--- src/rtl/ntpdt_pkg.sv ---
`timescale 1ns / 1ps

package ntpdt_pkg;

    // Field widths
    localparam int SECS_W   = 32;
    localparam int ZONE_W   = 8;
    localparam int YEAR_W   = 11;
    localparam int YEAR_CW  = 12;   // internal year count, wide enough for late epochs
    localparam int MONTH_W  = 4;
    localparam int DAY_W    = 5;
    localparam int HOUR_W   = 5;
    localparam int MINUTE_W = 6;
    localparam int SECOND_W = 6;
    localparam int DAYS_W   = 16;   // whole days since epoch, below 2^16
    localparam int CNT_W    = 4;

    localparam int IN_DATA_W  = 32;
    localparam int OUT_DATA_W = 104;

    localparam int DEFAULT_EPOCH_YEAR = 1900;
    localparam int ZONE_COUNT         = 50;

    // Time constants
    localparam logic [SECS_W-1:0] DAY_SEC  = 32'd86400;
    localparam logic [SECS_W-1:0] HOUR_SEC = 32'd3600;
    localparam logic [SECS_W-1:0] MIN_SEC  = 32'd60;

    // Division step counts (highest quotient bit index)
    localparam logic [CNT_W-1:0] DAY_TOP  = 4'd15;
    localparam logic [CNT_W-1:0] HOUR_TOP = 4'd4;
    localparam logic [CNT_W-1:0] MIN_TOP  = 4'd5;

    localparam logic [MONTH_W-1:0] MONTH_JAN = 4'd0;
    localparam logic [MONTH_W-1:0] MONTH_FEB = 4'd1;
    localparam logic [MONTH_W-1:0] MONTH_DEC = 4'd11;

    typedef enum logic [2:0] {
        ST_IDLE,
        ST_DAY,
        ST_YEAR,
        ST_MONTH,
        ST_HOUR,
        ST_MIN,
        ST_DONE
    } state_t;

    // Signed zone offset in seconds, as a two's complement word
    function automatic logic [SECS_W-1:0] zone_offset(input logic [ZONE_W-1:0] code);
        logic signed [SECS_W-1:0] offs;
        offs = '0;
        case (code)
            8'd0:  offs = -32'sd43200;
            8'd1:  offs = -32'sd39600;
            8'd2:  offs = -32'sd36000;
            8'd3:  offs = -32'sd34200;
            8'd4:  offs = -32'sd32400;
            8'd5:  offs = -32'sd28800;
            8'd6:  offs = -32'sd28800;
            8'd7:  offs = -32'sd25200;
            8'd8:  offs = -32'sd25200;
            8'd9:  offs = -32'sd21600;
            8'd10: offs = -32'sd21600;
            8'd11: offs = -32'sd18000;
            8'd12: offs = -32'sd18000;
            8'd13: offs = -32'sd18000;
            8'd14: offs = -32'sd16200;
            8'd15: offs = -32'sd14400;
            8'd16: offs = -32'sd14400;
            8'd17: offs = -32'sd12600;
            8'd18: offs = -32'sd10800;
            8'd19: offs = -32'sd7200;
            8'd20: offs = -32'sd3600;
            8'd23: offs = 32'sd3600;
            8'd24: offs = 32'sd3600;
            8'd25: offs = 32'sd3600;
            8'd26: offs = 32'sd7200;
            8'd27: offs = 32'sd7200;
            8'd28: offs = 32'sd10800;
            8'd29: offs = 32'sd10800;
            8'd30: offs = 32'sd12600;
            8'd31: offs = 32'sd14400;
            8'd32: offs = 32'sd16200;
            8'd33: offs = 32'sd18000;
            8'd34: offs = 32'sd19800;
            8'd35: offs = 32'sd20700;
            8'd36: offs = 32'sd21600;
            8'd37: offs = 32'sd23400;
            8'd38: offs = 32'sd25200;
            8'd39: offs = 32'sd28800;
            8'd40: offs = 32'sd32400;
            8'd41: offs = 32'sd34200;
            8'd42: offs = 32'sd36000;
            8'd43: offs = 32'sd37800;
            8'd44: offs = 32'sd39600;
            8'd45: offs = 32'sd41400;
            8'd46: offs = 32'sd43200;
            8'd47: offs = 32'sd45900;
            8'd48: offs = 32'sd46800;
            8'd49: offs = 32'sd50400;
            default: offs = '0;
        endcase
        return offs;
    endfunction

    // Days in each month of a common year, January is code 0
    function automatic logic [SECS_W-1:0] month_days(input logic [MONTH_W-1:0] m);
        logic [SECS_W-1:0] d;
        d = 32'd31;
        case (m)
            4'd1:  d = 32'd28;
            4'd3:  d = 32'd30;
            4'd5:  d = 32'd30;
            4'd8:  d = 32'd30;
            4'd10: d = 32'd30;
            default: d = 32'd31;
        endcase
        return d;
    endfunction

endpackage

--- src/rtl/ntp_seconds_to_local_date_time.sv ---
`timescale 1ns / 1ps

// NTP seconds to local calendar date and time.
// Input stream (s_*): one transfer carries the 32-bit NTP seconds in s_tdata.
// Output stream (m_*): one transfer per input with UTC seconds, local seconds
// and the Gregorian year, month, day, hour, minute and second.
// Config: cfg_we writes cfg_wdata into the time zone code; write only while idle.
// Steps from input transfer to m_tvalid: day division, year scan, month scan,
// hour division, minute division and the output load. The zone offset is
// added as the item is taken. The year scan strips one year per cycle
// through the shared compare-subtract unit. s_tready is high only while the
// sequencer is idle, so one item is in work at a time. A finished result
// sits in the output register; the next item may be accepted and worked on
// while it waits, and the sequencer holds its new result until the receiver
// takes the old one.
// Reset (aresetn low, synchronous) returns to idle, drops any pending result
// and sets the zone code to 0 (UTC-12:00).
module ntp_seconds_to_local_date_time #(
    parameter int EPOCH_YEAR = ntpdt_pkg::DEFAULT_EPOCH_YEAR
) (
    input  logic                                aclk,
    input  logic                                aresetn,
    // Zone code register
    input  logic                                cfg_we,
    input  logic [ntpdt_pkg::ZONE_W-1:0]        cfg_wdata,
    // Input stream
    input  logic                                s_tvalid,
    output logic                                s_tready,
    input  logic [ntpdt_pkg::IN_DATA_W-1:0]     s_tdata,   // [31:0] ntp_seconds
    // Output stream
    output logic                                m_tvalid,
    input  logic                                m_tready,
    // [31:0] utc_seconds, [63:32] local_seconds, [74:64] year, [78:75] month,
    // [83:79] day, [88:84] hour, [94:89] minute, [100:95] second, [103:101] zero
    output logic [ntpdt_pkg::OUT_DATA_W-1:0]    m_tdata
);
    import ntpdt_pkg::*;

    localparam logic [YEAR_CW-1:0] EPOCH_Y   = YEAR_CW'(EPOCH_YEAR);
    localparam logic [6:0]         EPOCH_M100 = 7'(EPOCH_YEAR % 100);
    localparam logic [8:0]         EPOCH_M400 = 9'(EPOCH_YEAR % 400);

    state_t state_reg, state_next;

    logic [ZONE_W-1:0]   time_zone_reg;
    logic [SECS_W-1:0]   utc_reg, utc_next;
    logic [SECS_W-1:0]   local_reg, local_next;
    logic [SECS_W-1:0]   acc_reg, acc_next;
    logic [DAYS_W-1:0]   days_reg, days_next;
    logic [CNT_W-1:0]    cnt_reg, cnt_next;
    logic [YEAR_CW-1:0]  year_reg, year_next;
    logic [6:0]          m100_reg, m100_next;
    logic [8:0]          m400_reg, m400_next;
    logic [MONTH_W-1:0]  month_reg, month_next;
    logic [MINUTE_W-1:0] q_reg, q_next;
    logic [HOUR_W-1:0]   hour_reg, hour_next;

    logic                  m_valid_reg, m_valid_next;
    logic [OUT_DATA_W-1:0] m_data_reg, m_data_next;

    logic [SECS_W-1:0] op_a, op_b;
    logic [SECS_W:0]   diff;
    logic              ge;
    logic              leap;
    logic [SECS_W-1:0] ylen, mlen;
    logic              in_xfer;
    logic              out_load;

    assign in_xfer  = s_tvalid && s_tready;
    assign out_load = (state_reg == ST_DONE) && (!m_valid_reg || m_tready);

    // Leap year from running residues of the year count
    assign leap = (m400_reg == 9'd0) || ((m100_reg != 7'd0) && (year_reg[1:0] == 2'd0));
    assign ylen = leap ? 32'd366 : 32'd365;
    assign mlen = ((month_reg == MONTH_FEB) && leap) ? 32'd29 : month_days(month_reg);

    // Select operands for the shared compare-subtract unit
    always_comb begin
        op_a = '0;
        op_b = '0;
        case (state_reg)
            ST_DAY: begin
                op_a = acc_reg;
                op_b = DAY_SEC << cnt_reg;
            end
            ST_YEAR: begin
                op_a = SECS_W'(days_reg);
                op_b = ylen;
            end
            ST_MONTH: begin
                op_a = SECS_W'(days_reg);
                op_b = mlen;
            end
            ST_HOUR: begin
                op_a = acc_reg;
                op_b = HOUR_SEC << cnt_reg;
            end
            ST_MIN: begin
                op_a = acc_reg;
                op_b = MIN_SEC << cnt_reg;
            end
            default: begin
                op_a = '0;
                op_b = '0;
            end
        endcase
    end

    assign diff = {1'b0, op_a} - {1'b0, op_b};
    assign ge   = !diff[SECS_W];

    // Sequence the steps
    always_comb begin
        state_next = state_reg;
        case (state_reg)
            ST_IDLE: begin
                if (in_xfer) begin
                    state_next = ST_DAY;
                end
            end
            ST_DAY: begin
                if (cnt_reg == '0) begin
                    state_next = ST_YEAR;
                end
            end
            ST_YEAR: begin
                if (!ge) begin
                    state_next = ST_MONTH;
                end
            end
            ST_MONTH: begin
                if (!ge || month_reg == MONTH_DEC) begin
                    state_next = ST_HOUR;
                end
            end
            ST_HOUR: begin
                if (cnt_reg == '0) begin
                    state_next = ST_MIN;
                end
            end
            ST_MIN: begin
                if (cnt_reg == '0) begin
                    state_next = ST_DONE;
                end
            end
            ST_DONE: begin
                if (out_load) begin
                    state_next = ST_IDLE;
                end
            end
            default: state_next = ST_IDLE;
        endcase
    end

    // Datapath updates per step
    always_comb begin
        utc_next     = utc_reg;
        local_next   = local_reg;
        acc_next     = acc_reg;
        days_next    = days_reg;
        cnt_next     = cnt_reg;
        year_next    = year_reg;
        m100_next    = m100_reg;
        m400_next    = m400_reg;
        month_next   = month_reg;
        q_next       = q_reg;
        hour_next    = hour_reg;
        m_data_next  = m_data_reg;
        m_valid_next = m_valid_reg;

        if (m_tready) begin
            m_valid_next = 1'b0;
        end

        case (state_reg)
            ST_IDLE: begin
                // Take the item and apply the zone offset
                if (in_xfer) begin
                    utc_next   = s_tdata[SECS_W-1:0];
                    local_next = s_tdata[SECS_W-1:0] + zone_offset(time_zone_reg);
                    acc_next   = s_tdata[SECS_W-1:0] + zone_offset(time_zone_reg);
                    days_next  = '0;
                    cnt_next   = DAY_TOP;
                    year_next  = EPOCH_Y;
                    m100_next  = EPOCH_M100;
                    m400_next  = EPOCH_M400;
                end
            end
            ST_DAY: begin
                // Restoring division by seconds per day
                if (ge) begin
                    acc_next = diff[SECS_W-1:0];
                end
                days_next = {days_reg[DAYS_W-2:0], ge};
                cnt_next  = cnt_reg - 4'd1;
            end
            ST_YEAR: begin
                // Strip whole years
                if (ge) begin
                    days_next = diff[DAYS_W-1:0];
                    year_next = year_reg + 12'd1;
                    m100_next = (m100_reg == 7'd99)  ? 7'd0 : m100_reg + 7'd1;
                    m400_next = (m400_reg == 9'd399) ? 9'd0 : m400_reg + 9'd1;
                end else begin
                    month_next = MONTH_JAN;
                end
            end
            ST_MONTH: begin
                // Strip whole months, stop at December
                if (ge && month_reg != MONTH_DEC) begin
                    days_next  = diff[DAYS_W-1:0];
                    month_next = month_reg + 4'd1;
                end else begin
                    cnt_next = HOUR_TOP;
                    q_next   = '0;
                end
            end
            ST_HOUR: begin
                // Restoring division of time of day by 3600
                if (ge) begin
                    acc_next = diff[SECS_W-1:0];
                end
                q_next   = {q_reg[MINUTE_W-2:0], ge};
                cnt_next = cnt_reg - 4'd1;
                if (cnt_reg == '0) begin
                    hour_next = {q_reg[HOUR_W-2:0], ge};
                    q_next    = '0;
                    cnt_next  = MIN_TOP;
                end
            end
            ST_MIN: begin
                // Restoring division of remaining seconds by 60
                if (ge) begin
                    acc_next = diff[SECS_W-1:0];
                end
                q_next   = {q_reg[MINUTE_W-2:0], ge};
                cnt_next = cnt_reg - 4'd1;
            end
            ST_DONE: begin
                // Load the output register once it is free
                if (out_load) begin
                    m_valid_next = 1'b1;
                    m_data_next  = {3'b000,
                                    acc_reg[SECOND_W-1:0],
                                    q_reg,
                                    hour_reg,
                                    DAY_W'(days_reg[DAY_W-1:0] + 5'd1),
                                    MONTH_W'(month_reg + 4'd1),
                                    year_reg[YEAR_W-1:0],
                                    local_reg,
                                    utc_reg};
                end
            end
            default: begin
                cnt_next = cnt_reg;
            end
        endcase
    end

    // Handshake outputs
    always_comb begin
        s_tready = (state_reg == ST_IDLE);
        m_tvalid = m_valid_reg;
        m_tdata  = m_data_reg;
    end

    // Control registers
    always_ff @(posedge aclk) begin
        if (!aresetn) begin
            state_reg     <= ST_IDLE;
            m_valid_reg   <= 1'b0;
            time_zone_reg <= '0;
        end else begin
            state_reg   <= state_next;
            m_valid_reg <= m_valid_next;
            if (cfg_we) begin
                time_zone_reg <= cfg_wdata;
            end
        end
    end

    // Payload registers
    always_ff @(posedge aclk) begin
        utc_reg    <= utc_next;
        local_reg  <= local_next;
        acc_reg    <= acc_next;
        days_reg   <= days_next;
        cnt_reg    <= cnt_next;
        year_reg   <= year_next;
        m100_reg   <= m100_next;
        m400_reg   <= m400_next;
        month_reg  <= month_next;
        q_reg      <= q_next;
        hour_reg   <= hour_next;
        m_data_reg <= m_data_next;
    end

endmodule

--- config.mk ---
export PLATFORM = sky130hd
export DESIGN_NAME = ntp_seconds_to_local_date_time
export DESIGN_NICKNAME = d
export VERILOG_FILES = /design/src/rtl/ntpdt_pkg.sv /design/src/rtl/ntp_seconds_to_local_date_time.sv
export SDC_FILE = /design/constraint.sdc
export NUM_CORES = 1
export LEC_CHECK = 0
export ABC_CLOCK_PERIOD_IN_PS = 8600
export BUFFER_PORTS_ARGS = -buffer_cell sky130_fd_sc_hd__buf_2
export CAP_MARGIN = 15
export CORE_MARGIN = 2
export CORE_UTILIZATION = 46
export DETAILED_ROUTE_END_ITERATION = 7
export PLACE_DENSITY = 0.67
export SLEW_MARGIN = 15
export SYNTH_ARGS = -nofsm -noshare
export SYNTH_HDL_FRONTEND = slang
export SYNTH_SLANG_ARGS = --single-unit
--- constraint.sdc ---
create_clock -name aclk -period 8.6 [get_ports aclk]
set_input_delay 0 -clock aclk [delete_from_list [all_inputs] [get_ports aclk]]
set_output_delay 0 -clock aclk [all_outputs]
set_load 0.005 [all_outputs]
==> flow_metrics.env, run 1 <==
export IMPL_status="completed"
export IMPL_timing_reg2reg_worst_path_depth=15
export IMPL_cp_cell_sequence="nor2b_2, nand2_1, o22ai_1, ha_1, fa_1, nor2b_1, o21ai_0, a21oi_1, o21bai_1, o21ai_0, a211oi_1, a21oi_1, buf_4, nand2_1, a21boi_0"
export IMPL_cp_arrival_ns=6.17
export IMPL_worstPathBufferInverterCount=1
export IMPL_share_of_layout_cells_above_drive_strength_1_pct=14.6
export IMPL_chip_height_microns=188
export IMPL_hold_class="input port to flop"
export IMPL_clock_root_buffer="sky130_fd_sc_hd__clkbuf_16"
export IMPL_crit_path_end_kind="flop"
export IMPL_tritoncts_num_buffers=31
export IMPL_crit_path_top_delay_cell="sky130_fd_sc_hd__nor2b_2"
export IMPL_antenna_cells_inserted=0
export IMPL_reg2reg_to="q_reg[3]"
export IMPL_skew_ns=0.0221
export IMPL_ys_types=72
export IMPL_post_cts_setup_buffers=0
export IMPL_setup_violations_final=0
export IMPL_synth_top_flop_cell="sky130_fd_sc_hd__edfxtp_1"
export IMPL_hold_fix_buffers_cts=40
export IMPL_maxCapViolCount=0
export IMPL_clock_period_minus_final_worst_setup_slack_ns=5.99
export IMPL_dp_hpwl_microns=24800
export IMPL_area_of_the_placeable_core_sq_um=33400
export IMPL_antenna_left=0
export IMPL_initialDrtViolationCount=942
export IMPL_clock_tree_from_tritoncts="done"
export IMPL_p_total_mw=6.70
export IMPL_r2r_slack_ns=2.61
export IMPL_ios=151
export IMPL_cts_buffer_depth=3
export IMPL_number_of_global_route_vias_before_repair=11100
export IMPL_row_count=67
export IMPL_worst_voltage_drop_across_the_vdd_grid_mv=0.228
export IMPL_detail_route_wirelength_microns=36000
export IMPL_die_x_microns=188
export IMPL_grt_overflow=0
export IMPL_routed_wire_length_per_instance_microns=17.3
export IMPL_finalCritPeriodShare_pct=69.6
export IMPL_crit_fanout=29
export IMPL_critical_path_max_stage_delay_ns=1.05
export IMPL_synth_area_per_cell_sq_um=10.6
export IMPL_hold_path_end="acc_reg[22]"
export IMPL_asyncSetResetFlopFracSynth_pct=0
export IMPL_post_cts_resize_count=0
export IMPL_maxSlewHeadroom_pct=23.6
export IMPL_grt_setup_unrepaired="no"
export IMPL_clk_pin_slew_ns=0.06
export IMPL_grt_start_max_net_pins=70
export IMPL_design_final_nets=1751
export IMPL_detail_route_drc_violations=0
export IMPL_post_dr_vias_cell=5.60
export IMPL_worst_setup_path_type="flop to flop"
export IMPL_seq_area_frac_synth_pct=52.8
export IMPL_timing_critical_path_max_delay_family="compound AO/OA/AOI/OAI gates"
export IMPL_total_leakage_power_nw=6.93
export IMPL_detail_route_first_pass_iterations=5
export IMPL_largest_register_ffs=99
export IMPL_grt_first_pass_wirelength_microns=57700
export IMPL_cts_htree_levels=1
export IMPL_numPlacedInstances=1995
export IMPL_grt_antenna_before_repair=0
export IMPL_final_weighted_congestion_in_routability_driven_placement=0.893
export IMPL_number_of_synthesis_warnings=0
export IMPL_critical_path_required_ns=8.78
export IMPL_worst_reg2reg_startpoint="state_reg[1]"
export IMPL_finalMaxSlewViolations=0
export IMPL_holdPathStages=3
export IMPL_postSynthRegisterBits=282
export IMPL_timing_hold_worst_start="s_tvalid"
export IMPL_tritoncts_num_sinks=282
export IMPL_startpoint_type="flop"
export IMPL_area_growth_synth_to_final_pct=15.4
export IMPL_die_area_sq_um=35200
export IMPL_groute_usage_overall_pct=19.9
export IMPL_fin_tns_setup_ns=0
export IMPL_route_vias_total=11700
export IMPL_worst_skew_pair_late_latency_ns=0.56
export IMPL_final_non_filler_cell_total=2088
export IMPL_power_per_cell_area_nw_per_um2=374
export IMPL_synth_area_sq_um=15500
export IMPL_worst_slew_pin_transition_ns=1.14
export IMPL_initial_standard_cell_utilization_of_the_core_pct=46.5
export IMPL_synthesis_instances=1462
export IMPL_count_of_flip_flops_with_a_built_in_enable_after_synthesis=255
export IMPL_highest_clock_frequency_the_design_can_meet_mhz=167
export IMPL_placement_io_buffers=147
export IMPL_hold_viol_final=0
-- logic make-up (layout without fill, tap and decap cells) --
| family | count (synthesis) | in the layout | share of synthesized area [%] |
|---|---|---|---|
| compound gates | 404 | 404 | 16.8 |
| fa+ha+maj | 86 | 86 | 7.03 |
| other cells | 1 | 3 | 0.0241 |
| xor+xnor | 76 | 76 | 4.29 |
| simple gates | 469 | 469 | 14.1 |
| flops | 282 | 282 | 52.8 |
| mux | 22 | 22 | 1.54 |
| buf+inv | 122 | 298 | 3.37 |
-- area by class of cell --
class	instances	area, sq um
Fill cell	2990	15400
Sequential cell	282	8200
Multi-Input combinational cell	1060	6840
Timing Repair Buffer	199	1230
Clock buffer	37	798
Tap cell	448	561
Inverter	46	173
Clock inverter	16	118
-- tightest hold or removal path, cell delays in order --
cell and delay [ns]:
sky130_fd_sc_hd__buf_2 0.14, sky130_fd_sc_hd__nand2_1 0.10, sky130_fd_sc_hd__a21oi_2 0.16
-- Yosys cell counts (20+ instances only) --
master / n / area, sq um
sky130_fd_sc_hd__a21o_1: 29 / 218
sky130_fd_sc_hd__a21oi_1: 99 / 495
sky130_fd_sc_hd__a22o_1: 25 / 219
sky130_fd_sc_hd__and2_1: 47 / 294
sky130_fd_sc_hd__clkbuf_1: 56 / 210
sky130_fd_sc_hd__dfxtp_1: 27 / 541
sky130_fd_sc_hd__edfxtp_1: 255 / 7660
sky130_fd_sc_hd__ha_1: 84 / 1050
sky130_fd_sc_hd__inv_1: 42 / 158
sky130_fd_sc_hd__nand2_1: 156 / 586
sky130_fd_sc_hd__nand2b_1: 20 / 125
sky130_fd_sc_hd__nand3_1: 44 / 220
sky130_fd_sc_hd__nor2_1: 114 / 428
sky130_fd_sc_hd__nor3_1: 25 / 125
sky130_fd_sc_hd__o21ai_0: 100 / 500
sky130_fd_sc_hd__xnor2_1: 46 / 403
sky130_fd_sc_hd__xor2_1: 30 / 263
-- power breakdown --
group	internal (mW)	leakage [nW]	switching (mW)
Combinational	1.28	3.92	1.99
Sequential	2.04	2.57	0.179
Clock	0.687	0.440	0.521
-- placed cells by master, fill, tap and decap left out, drive strengths merged, types with 11 or more instances in the layout --
cell	synthesis	routed
mux2	15	15
nand2b	20	20
o21ai	101	101
and2	48	48
nor2	114	114
dlygate4sd3	0	40
clkinv	4	14
o211ai	19	19
clkbuf	58	37
buf	18	159
nand2	156	156
a211oi	16	16
edfxtp	255	255
a22o	25	25
o21a	14	14
dfxtp	27	27
xnor2	46	46
a21o	30	30
nand4	11	11
xor2	30	30
a31oi	19	19
nor2b	12	12
nor3	25	25
inv	42	44
and3	18	18
ha	84	84
nand3	44	44
a21oi	100	100
-- through the flow --
stage	hold slack [ns]	worst slack, ns	utilization (%)	cell area [sq um]
after floorplan	0.0989	0.162	-	15500
after global placement	0.204	2.85	49.8	16600
after detailed placement	0.203	2.64	49.8	16600
after CTS	0.0252	2.62	53.7	17900
after global routing	0.0811	2.09	53.7	17900
final	0.0497	2.61	53.7	17900
-- metal layers --
metal / wire, microns / part of all wire (%) / global-route usage, %
met5: 0 / 0 / 0
met4: 947 / 2.6 / 6.03
met3: 2150 / 6.0 / 2.83
met2: 16700 / 46 / 33.0
met1: 16200 / 45 / 27.3
-- how the worst max path moves through the flow --
| stage | start | to | slack, ns | depth (start not counted) |
|---|---|---|---|---|
| 4_1_cts | state_reg[1] | q_reg[4] | 2.62 | 15 |
| 3_3_place_gp | state_reg[1] | acc_reg[17] | 2.85 | 16 |
| 6_report | state_reg[1] | q_reg[3] | 2.61 | 15 |
| 2_1_floorplan | state_reg[1] | m_tdata[100] | 0.16 | 4 |
| 5_1_grt | state_reg[1] | q_reg[5] | 2.09 | 15 |
| 3_5_place_dp | state_reg[1] | q_reg[2] | 2.64 | 15 |
(Power assumes the default switching activity.)
==> run 2, diff against run 1 <==
- ABC_AREA: not set -> 1
- ABC_CLOCK_PERIOD_IN_PS: 8600 -> 4890
- clock period: 8.6 -> 4.89 ns (I/O delays scaled with it)
==> flow_metrics.env, run 2 <==
export IMPL_post_cts_resize_count=0
export IMPL_crit_path_top_delay_cell="sky130_fd_sc_hd__inv_1"
export IMPL_r2r_slack_ns=0.48
export IMPL_crit_path_end_kind="flop"
export IMPL_row_count=67
export IMPL_post_dr_vias_cell=5.33
export IMPL_critical_path_max_stage_delay_ns=0.61
export IMPL_grt_overflow=0
export IMPL_startpoint_type="flop"
export IMPL_synth_area_per_cell_sq_um=8.91
export IMPL_placement_io_buffers=147
export IMPL_route_vias_total=13000
export IMPL_cts_htree_levels=1
export IMPL_setup_violations_final=0
export IMPL_tritoncts_num_buffers=29
export IMPL_dp_hpwl_microns=32000
export IMPL_initial_standard_cell_utilization_of_the_core_pct=47.0
export IMPL_grt_first_pass_wirelength_microns=65500
export IMPL_dpl_instance_area_sq_um=17100
export IMPL_total_leakage_power_nw=7.99
export IMPL_most_used_standard_cell_by_instance_count_after_synthesis="sky130_fd_sc_hd__nand2_1"
export IMPL_postSynthRegisterBits=282
export IMPL_detail_route_wirelength_microns=42100
export IMPL_mostFrequentLayoutCell="sky130_fd_sc_hd__nand2_1"
export IMPL_synth_top_cell_area_share_pct=48.4
export IMPL_synth_simple_area_share_pct=20.8
export IMPL_cts_buffer_depth=3
export IMPL_p_total_mw=13.3
export IMPL_grt_start_max_net_pins=66
export IMPL_initialDrtViolationCount=1272
export IMPL_synth_top_cells_by_count="387 x sky130_fd_sc_hd__nand2_1, 255 x sky130_fd_sc_hd__edfxtp_1, 219 x sky130_fd_sc_hd__inv_1, 187 x sky130_fd_sc_hd__nor2_1, 127 x sky130_fd_sc_hd__o21ai_0"
export IMPL_clk_pin_slew_ns=0.06
export IMPL_grt_antenna_before_repair=0
export IMPL_synthesis_instances=1776
export IMPL_fin_tns_setup_ns=0
export IMPL_finalCritPeriodShare_pct=90.2
export IMPL_die_area_sq_um=35900
export IMPL_timing_reg2reg_worst_path_depth=23
export IMPL_worstPathBufferInverterCount=6
export IMPL_timing_critical_path_max_delay_family="buffers and inverters"
export IMPL_antenna_left=0
export IMPL_critical_path_required_ns=5.38
export IMPL_detail_route_first_pass_iterations=6
export IMPL_final_non_filler_cell_total=2447
export IMPL_chip_height_microns=190
export IMPL_clock_period_minus_final_worst_setup_slack_ns=4.41
export IMPL_area_fraction_in_compound_gates_after_synthesis_pct=11.5
export IMPL_groute_usage_overall_pct=23.2
export IMPL_share_of_layout_cells_above_drive_strength_1_pct=11.8
export IMPL_detail_route_drc_violations=0
export IMPL_count_of_flip_flops_with_a_built_in_enable_after_synthesis=255
export IMPL_main_combinational_cell_family_by_area_after_synthesis="simple AND/OR/NAND/NOR gates"
export IMPL_die_x_microns=190
export IMPL_tritoncts_num_sinks=282
export IMPL_hold_viol_final=0
export IMPL_design_final_nets=2109
export IMPL_synth_xor_xnor_area_share_pct=2.27
export IMPL_power_per_cell_area_nw_per_um2=721
export IMPL_worst_reg2reg_startpoint="state_reg[1]"
export IMPL_maxSlewHeadroom_pct=37.5
export IMPL_synth_area_sq_um=15800
export IMPL_area_of_the_placeable_core_sq_um=33700
export IMPL_synth_top_flop_cell="sky130_fd_sc_hd__edfxtp_1"
export IMPL_crit_top_cell="sky130_fd_sc_hd__nand2_1"
export IMPL_largest_register_ffs=99
export IMPL_clock_tree_from_tritoncts="done"
export IMPL_ios=151
export IMPL_synth_area_leaders="sky130_fd_sc_hd__edfxtp_1 48%, sky130_fd_sc_hd__nand2_1 9.2%, sky130_fd_sc_hd__ha_1 6.6%, sky130_fd_sc_hd__inv_1 5.2%, sky130_fd_sc_hd__nor2_1 4.4%"
export IMPL_number_of_synthesis_warnings=0
export IMPL_routed_wire_length_per_instance_microns=17.2
export IMPL_highest_clock_frequency_the_design_can_meet_mhz=227
export IMPL_asyncSetResetFlopFracSynth_pct=0
export IMPL_status="completed"
export IMPL_numPlacedInstances=2347
export IMPL_cp_arrival_ns=4.90
export IMPL_synth_mux_area_fraction_pct=0
export IMPL_fin_hold_ws_ns=0.0721
export IMPL_maxCapViolCount=0
export IMPL_number_of_global_route_vias_before_repair=12200
export IMPL_final_weighted_congestion_in_routability_driven_placement=1.00
export IMPL_holdPathStages=5
export IMPL_worst_slew_pin_transition_ns=0.931
export IMPL_clock_root_buffer="sky130_fd_sc_hd__clkbuf_16"
export IMPL_yosysTopAreaCell="sky130_fd_sc_hd__edfxtp_1"
export IMPL_area_growth_synth_to_final_pct=16.6
export IMPL_cp_cell_sequence="inv_2, nor2_2, buf_4, inv_1, nor2_4, inv_1, o22ai_1, ha_1, fa_1, inv_1, nand2_1, nand2_1, nand3_1, nand2_1, nand2_1, nand2_1, nand2_1, nand2_2, nand3_1, nand3_1, nand2_1, nor2_1, dlygate4sd3_1"
export IMPL_layout_common_cells="387 x sky130_fd_sc_hd__nand2_1, 255 x sky130_fd_sc_hd__edfxtp_1, 219 x sky130_fd_sc_hd__inv_1, 185 x sky130_fd_sc_hd__nor2_1, 147 x sky130_fd_sc_hd__buf_2"
export IMPL_ys_types=55
export IMPL_reg2reg_to="state_reg[1]"
export IMPL_synth_adder_area_share_pct=6.89
export IMPL_worst_skew_pair_late_latency_ns=0.56
export IMPL_crit_fanout=26
export IMPL_finalMaxSlewViolations=0
export IMPL_worst_voltage_drop_across_the_vdd_grid_mv=0.403
export IMPL_skew_ns=0.0138
export IMPL_grt_setup_unrepaired="no"
export IMPL_final_cell_area_sq_um=18500
export IMPL_worst_setup_path_type="flop to flop"
export IMPL_hold_class="input port to flop"
export IMPL_timing_hold_worst_start="cfg_we"
export IMPL_antenna_cells_inserted=0
export IMPL_seq_area_frac_synth_pct=51.8
run 2: how the worst max path moves through the flow:
stage / to / startpoint / slack, ns / cells after the start
5_1_grt: state_reg[1] / state_reg[1] / 0.06 / 23
6_report: state_reg[1] / state_reg[1] / 0.48 / 23
3_5_place_dp: acc_reg[30] / state_reg[1] / 0.57 / 19
3_3_place_gp: acc_reg[30] / state_reg[1] / 0.74 / 19
2_1_floorplan: m100_reg[0] / month_reg[0] / 0.92 / 20
4_1_cts: state_reg[1] / state_reg[1] / 0.55 / 23
run 2: power breakdown:
part           switching (mW)  internal, mW
clock network           0.914          1.24
logic                    5.08          2.19
registers               0.285          3.61
total                    6.27          7.03
run 2: cells by family after synthesis:
kind of cell | Yosys count
and+or+nand+nor | 770
DFF | 282
other | 1
xor gates and xnor gates | 41
adders and majority gates | 86
AOI/OAI and AO/OA | 328
buffers and inverters | 268
run 2: through the flow:
step	utilization, %	worst slack [ns]
floorplan	-	0.921
global placement	50.6	0.743
detailed placement	50.6	0.571
CTS	54.8	0.551
global route	54.8	0.0580
finish	54.8	0.481
run 2: layout make-up:
type                    count  area [sq um]
fillers                  3088         15200
flip-flops and latches    282          8200
multi-input cells        1228          6600
repair buffers            206          1310
inverters                 231           870
clock buffers              32           737
well taps                 448           561
clock inverters            20           184
run 2: what timing repair did:
action                                 in CTS  in global routing
endpoints found under the hold margin      49                  0
buffers inserted                            0                  0
hold buffers                               48                  0
run 2: worst reg2reg max path, cell delays in order (launching register included):
cell and delay, ns:
sky130_fd_sc_hd__dfxtp_1 0.41, sky130_fd_sc_hd__inv_2 0.16, sky130_fd_sc_hd__nor2_2 0.04, sky130_fd_sc_hd__buf_4 0.17
sky130_fd_sc_hd__inv_1 0.61, sky130_fd_sc_hd__nor2_4 0.11, sky130_fd_sc_hd__inv_1 0.18, sky130_fd_sc_hd__o22ai_1 0.12
sky130_fd_sc_hd__ha_1 0.22, sky130_fd_sc_hd__fa_1 0.39, sky130_fd_sc_hd__inv_1 0.10, sky130_fd_sc_hd__nand2_1 0.08
sky130_fd_sc_hd__nand2_1 0.07, sky130_fd_sc_hd__nand3_1 0.06, sky130_fd_sc_hd__nand2_1 0.16, sky130_fd_sc_hd__nand2_1 0.07
sky130_fd_sc_hd__nand2_1 0.12, sky130_fd_sc_hd__nand2_1 0.08, sky130_fd_sc_hd__nand2_2 0.17, sky130_fd_sc_hd__nand3_1 0.20
sky130_fd_sc_hd__nand3_1 0.14, sky130_fd_sc_hd__nand2_1 0.05, sky130_fd_sc_hd__nor2_1 0.08, sky130_fd_sc_hd__dlygate4sd3_1 0.55
run 2: metal layers:
metal	part of all wire, %	vias up	wire [microns]	track usage [%]
met1	47	6051	20000	34.1
met4	2.0	0	841	6.17
met3	6.6	58	2770	2.69
li1	-	6444	-	-
met5	0	-	0	0
met2	44	495	18500	36.4
==> run 3, diff against run 2 <==
--- a/constraint.sdc
+++ b/constraint.sdc
@@ -3,2 +3,2 @@
 set_output_delay 0 -clock aclk [all_outputs]
-set_load 0.005 [all_outputs]
+set_load 0.1 [all_outputs]
==> flow_metrics.env, run 3 (synthesis results as in run 2) <==
export IMPL_tritoncts_num_sinks=282
export IMPL_grt_setup_unrepaired="no"
export IMPL_maxSlewHeadroom_pct=33.2
export IMPL_hold_viol_final=0
export IMPL_highest_clock_frequency_the_design_can_meet_mhz=230
export IMPL_area_of_the_placeable_core_sq_um=33700
export IMPL_critical_path_required_ns=5.31
export IMPL_post_dr_vias_cell=5.30
export IMPL_initial_standard_cell_utilization_of_the_core_pct=47.0
export IMPL_grt_met2_usage_pct=36.0
export IMPL_clock_period_minus_final_worst_setup_slack_ns=4.35
export IMPL_crit_fanout=58
export IMPL_mostFrequentLayoutCell="sky130_fd_sc_hd__nand2_1"
export IMPL_cp_cell_sequence="inv_2, nand2_2, inv_2, nor2_4, buf_4, nor2_4, inv_1, o22ai_1, inv_1, ha_1, nand2_1, inv_1, nand2_1, nand2_1, a21oi_1, nand2_1, nand2_1, nand2_2, a21oi_2, nand3_1, nand2_1, nor2_1, dlygate4sd3_1"
export IMPL_cts_htree_levels=1
export IMPL_power_share_sequential_pct=28.8
export IMPL_crit_path_top_delay_cell="sky130_fd_sc_hd__buf_4"
export IMPL_finalCritPeriodShare_pct=88.9
export IMPL_grt_antenna_before_repair=0
export IMPL_die_x_microns=190
export IMPL_route_vias_total=13000
export IMPL_final_cell_area_sq_um=18400
export IMPL_area_growth_synth_to_final_pct=16.0
export IMPL_sequential_cell_area_sq_um=8200
export IMPL_largest_register_ffs=99
export IMPL_layer_with_the_highest_usage_after_global_routing="met2"
export IMPL_crit_top_cell="sky130_fd_sc_hd__nand2_1"
export IMPL_clk_pin_slew_ns=0.06
export IMPL_detail_route_wirelength_microns=41800
export IMPL_detail_route_first_pass_iterations=5
export IMPL_skew_ns=0.0106
export IMPL_dp_hpwl_microns=32100
export IMPL_grt_start_max_net_pins=73
export IMPL_worst_setup_path_type="flop to flop"
export IMPL_grtUsageMet1_pct=32.9
export IMPL_power_share_switching_pct=48.7
export IMPL_finalMaxSlewViolations=0
export IMPL_area_of_combinational_cells_with_multiple_inputs_sq_um=6600
export IMPL_hold_class="input port to flop"
export IMPL_die_area_sq_um=35900
export IMPL_layout_filler_cells=3134
export IMPL_setup_violations_final=0
export IMPL_groute_usage_overall_pct=22.9
export IMPL_fin_tns_setup_ns=0
export IMPL_startpoint_type="flop"
export IMPL_antenna_left=0
export IMPL_initialDrtViolationCount=1102
export IMPL_critical_path_max_stage_delay_ns=0.56
export IMPL_fin_hold_ws_ns=0.113
export IMPL_maxCapViolCount=0
export IMPL_cp_arrival_ns=4.77
export IMPL_r2r_slack_ns=0.54
export IMPL_crit_path_end_kind="flop"
export IMPL_grt_use_met3_pct=3.54
export IMPL_final_weighted_congestion_in_routability_driven_placement=0.977
export IMPL_antenna_cells_inserted=0
export IMPL_worst_skew_pair_late_latency_ns=0.54
export IMPL_number_of_global_route_vias_before_repair=12200
export IMPL_total_leakage_power_nw=7.94
export IMPL_detail_route_drc_violations=0
export IMPL_intPower_mw=6.89
export IMPL_routed_wire_length_per_instance_microns=17.1
export IMPL_design_final_nets=2108
export IMPL_power_per_cell_area_nw_per_um2=731
export IMPL_power_combinational_fraction_pct=56.7
export IMPL_clkPwrFrac_pct=14.5
export IMPL_ios=151
export IMPL_tritoncts_num_buffers=29
export IMPL_chip_height_microns=190
export IMPL_switchingPower_mw=6.54
export IMPL_worst_voltage_drop_across_the_vdd_grid_mv=0.334
export IMPL_utilization_pct=54.5
export IMPL_clock_root_buffer="sky130_fd_sc_hd__clkbuf_16"
export IMPL_clock_tree_from_tritoncts="done"
export IMPL_status="completed"
export IMPL_share_of_layout_cells_above_drive_strength_1_pct=11.6
export IMPL_worst_slew_pin_transition_ns=0.995
export IMPL_dpl_instance_area_sq_um=17100
export IMPL_placement_io_buffers=147
export IMPL_cts_buffer_depth=3
export IMPL_grt_first_pass_wirelength_microns=64800
export IMPL_row_count=67
export IMPL_grt_overflow=0
export IMPL_layout_common_cells="387 x sky130_fd_sc_hd__nand2_1, 255 x sky130_fd_sc_hd__edfxtp_1, 219 x sky130_fd_sc_hd__inv_1, 185 x sky130_fd_sc_hd__nor2_1, 147 x sky130_fd_sc_hd__buf_2"
[run 3: power by group through the flow]
stage / logic [mW] / clock network (mW) / registers (mW)
floorplan: 5.12 / 0 / 4.11
global placement: 7.42 / 0 / 3.89
detailed placement: 7.41 / 0 / 3.91
CTS: 7.47 / 2.00 / 3.87
global route: 8.38 / 2.10 / 3.93
finish: 7.61 / 1.95 / 3.87
[run 3: worst paths after layout]
path | end | depth (start not counted) | from
min | flop | 5 | cfg_we
max reg2reg | state_reg[1] | 23 | state_reg[1]
min reg2reg | m_tdata[60] | 0 | local_reg[28]
max | state_reg[1] | 23 | state_reg[1]
[run 3: critical path: cells and delay by family (launching register included)]
| family | cells | cell delay (ns) |
|---|---|---|
| adder cells (fa/ha/maj) | 1 | 0.28 |
| buffers and inverters | 7 | 1.63 |
| flip-flops | 1 | 0.54 |
| AO/OA/AOI/OAI | 3 | 0.44 |
| AND/OR/NAND/NOR | 12 | 1.32 |
[run 3: routing by layer]
metal / routed length [microns] / part of all wire, % / vias to the layer above
li1: - / - / 6454
met3: 2780 / 6.7 / 61
met1: 19600 / 47 / 5989
met4: 1080 / 2.6 / 0
met2: 18300 / 44 / 448
met5: 0 / 0 / -
[run 3: what timing repair did]
action                    in CTS  in global routing
hold buffers                  47                  0
setup buffers                  0                  0
gates resized for setup        0                  0
hold endpoints to repair      46                  0
[run 3: final cells by class]
| type | instances | share of cell area (%) |
|---|---|---|
| Clock buffer | 34 | 4.05 |
| Clock inverter | 17 | 0.456 |
| Inverter | 231 | 4.73 |
| Multi-Input combinational cell | 1228 | 35.9 |
| Sequential cell | 282 | 44.6 |
| Tap cell | 448 | 3.05 |
| Timing Repair Buffer | 205 | 7.15 |
[run 3: per-stage QoR]
step	setup WS (ns)	cells	total power, mW
after floorplan	0.295	1778	9.23
after global placement	0.787	2347	11.3
after detailed placement	0.704	2347	11.3
after CTS	0.609	2445	13.3
after global routing	0.167	2445	14.4
final	0.542	2445	13.4
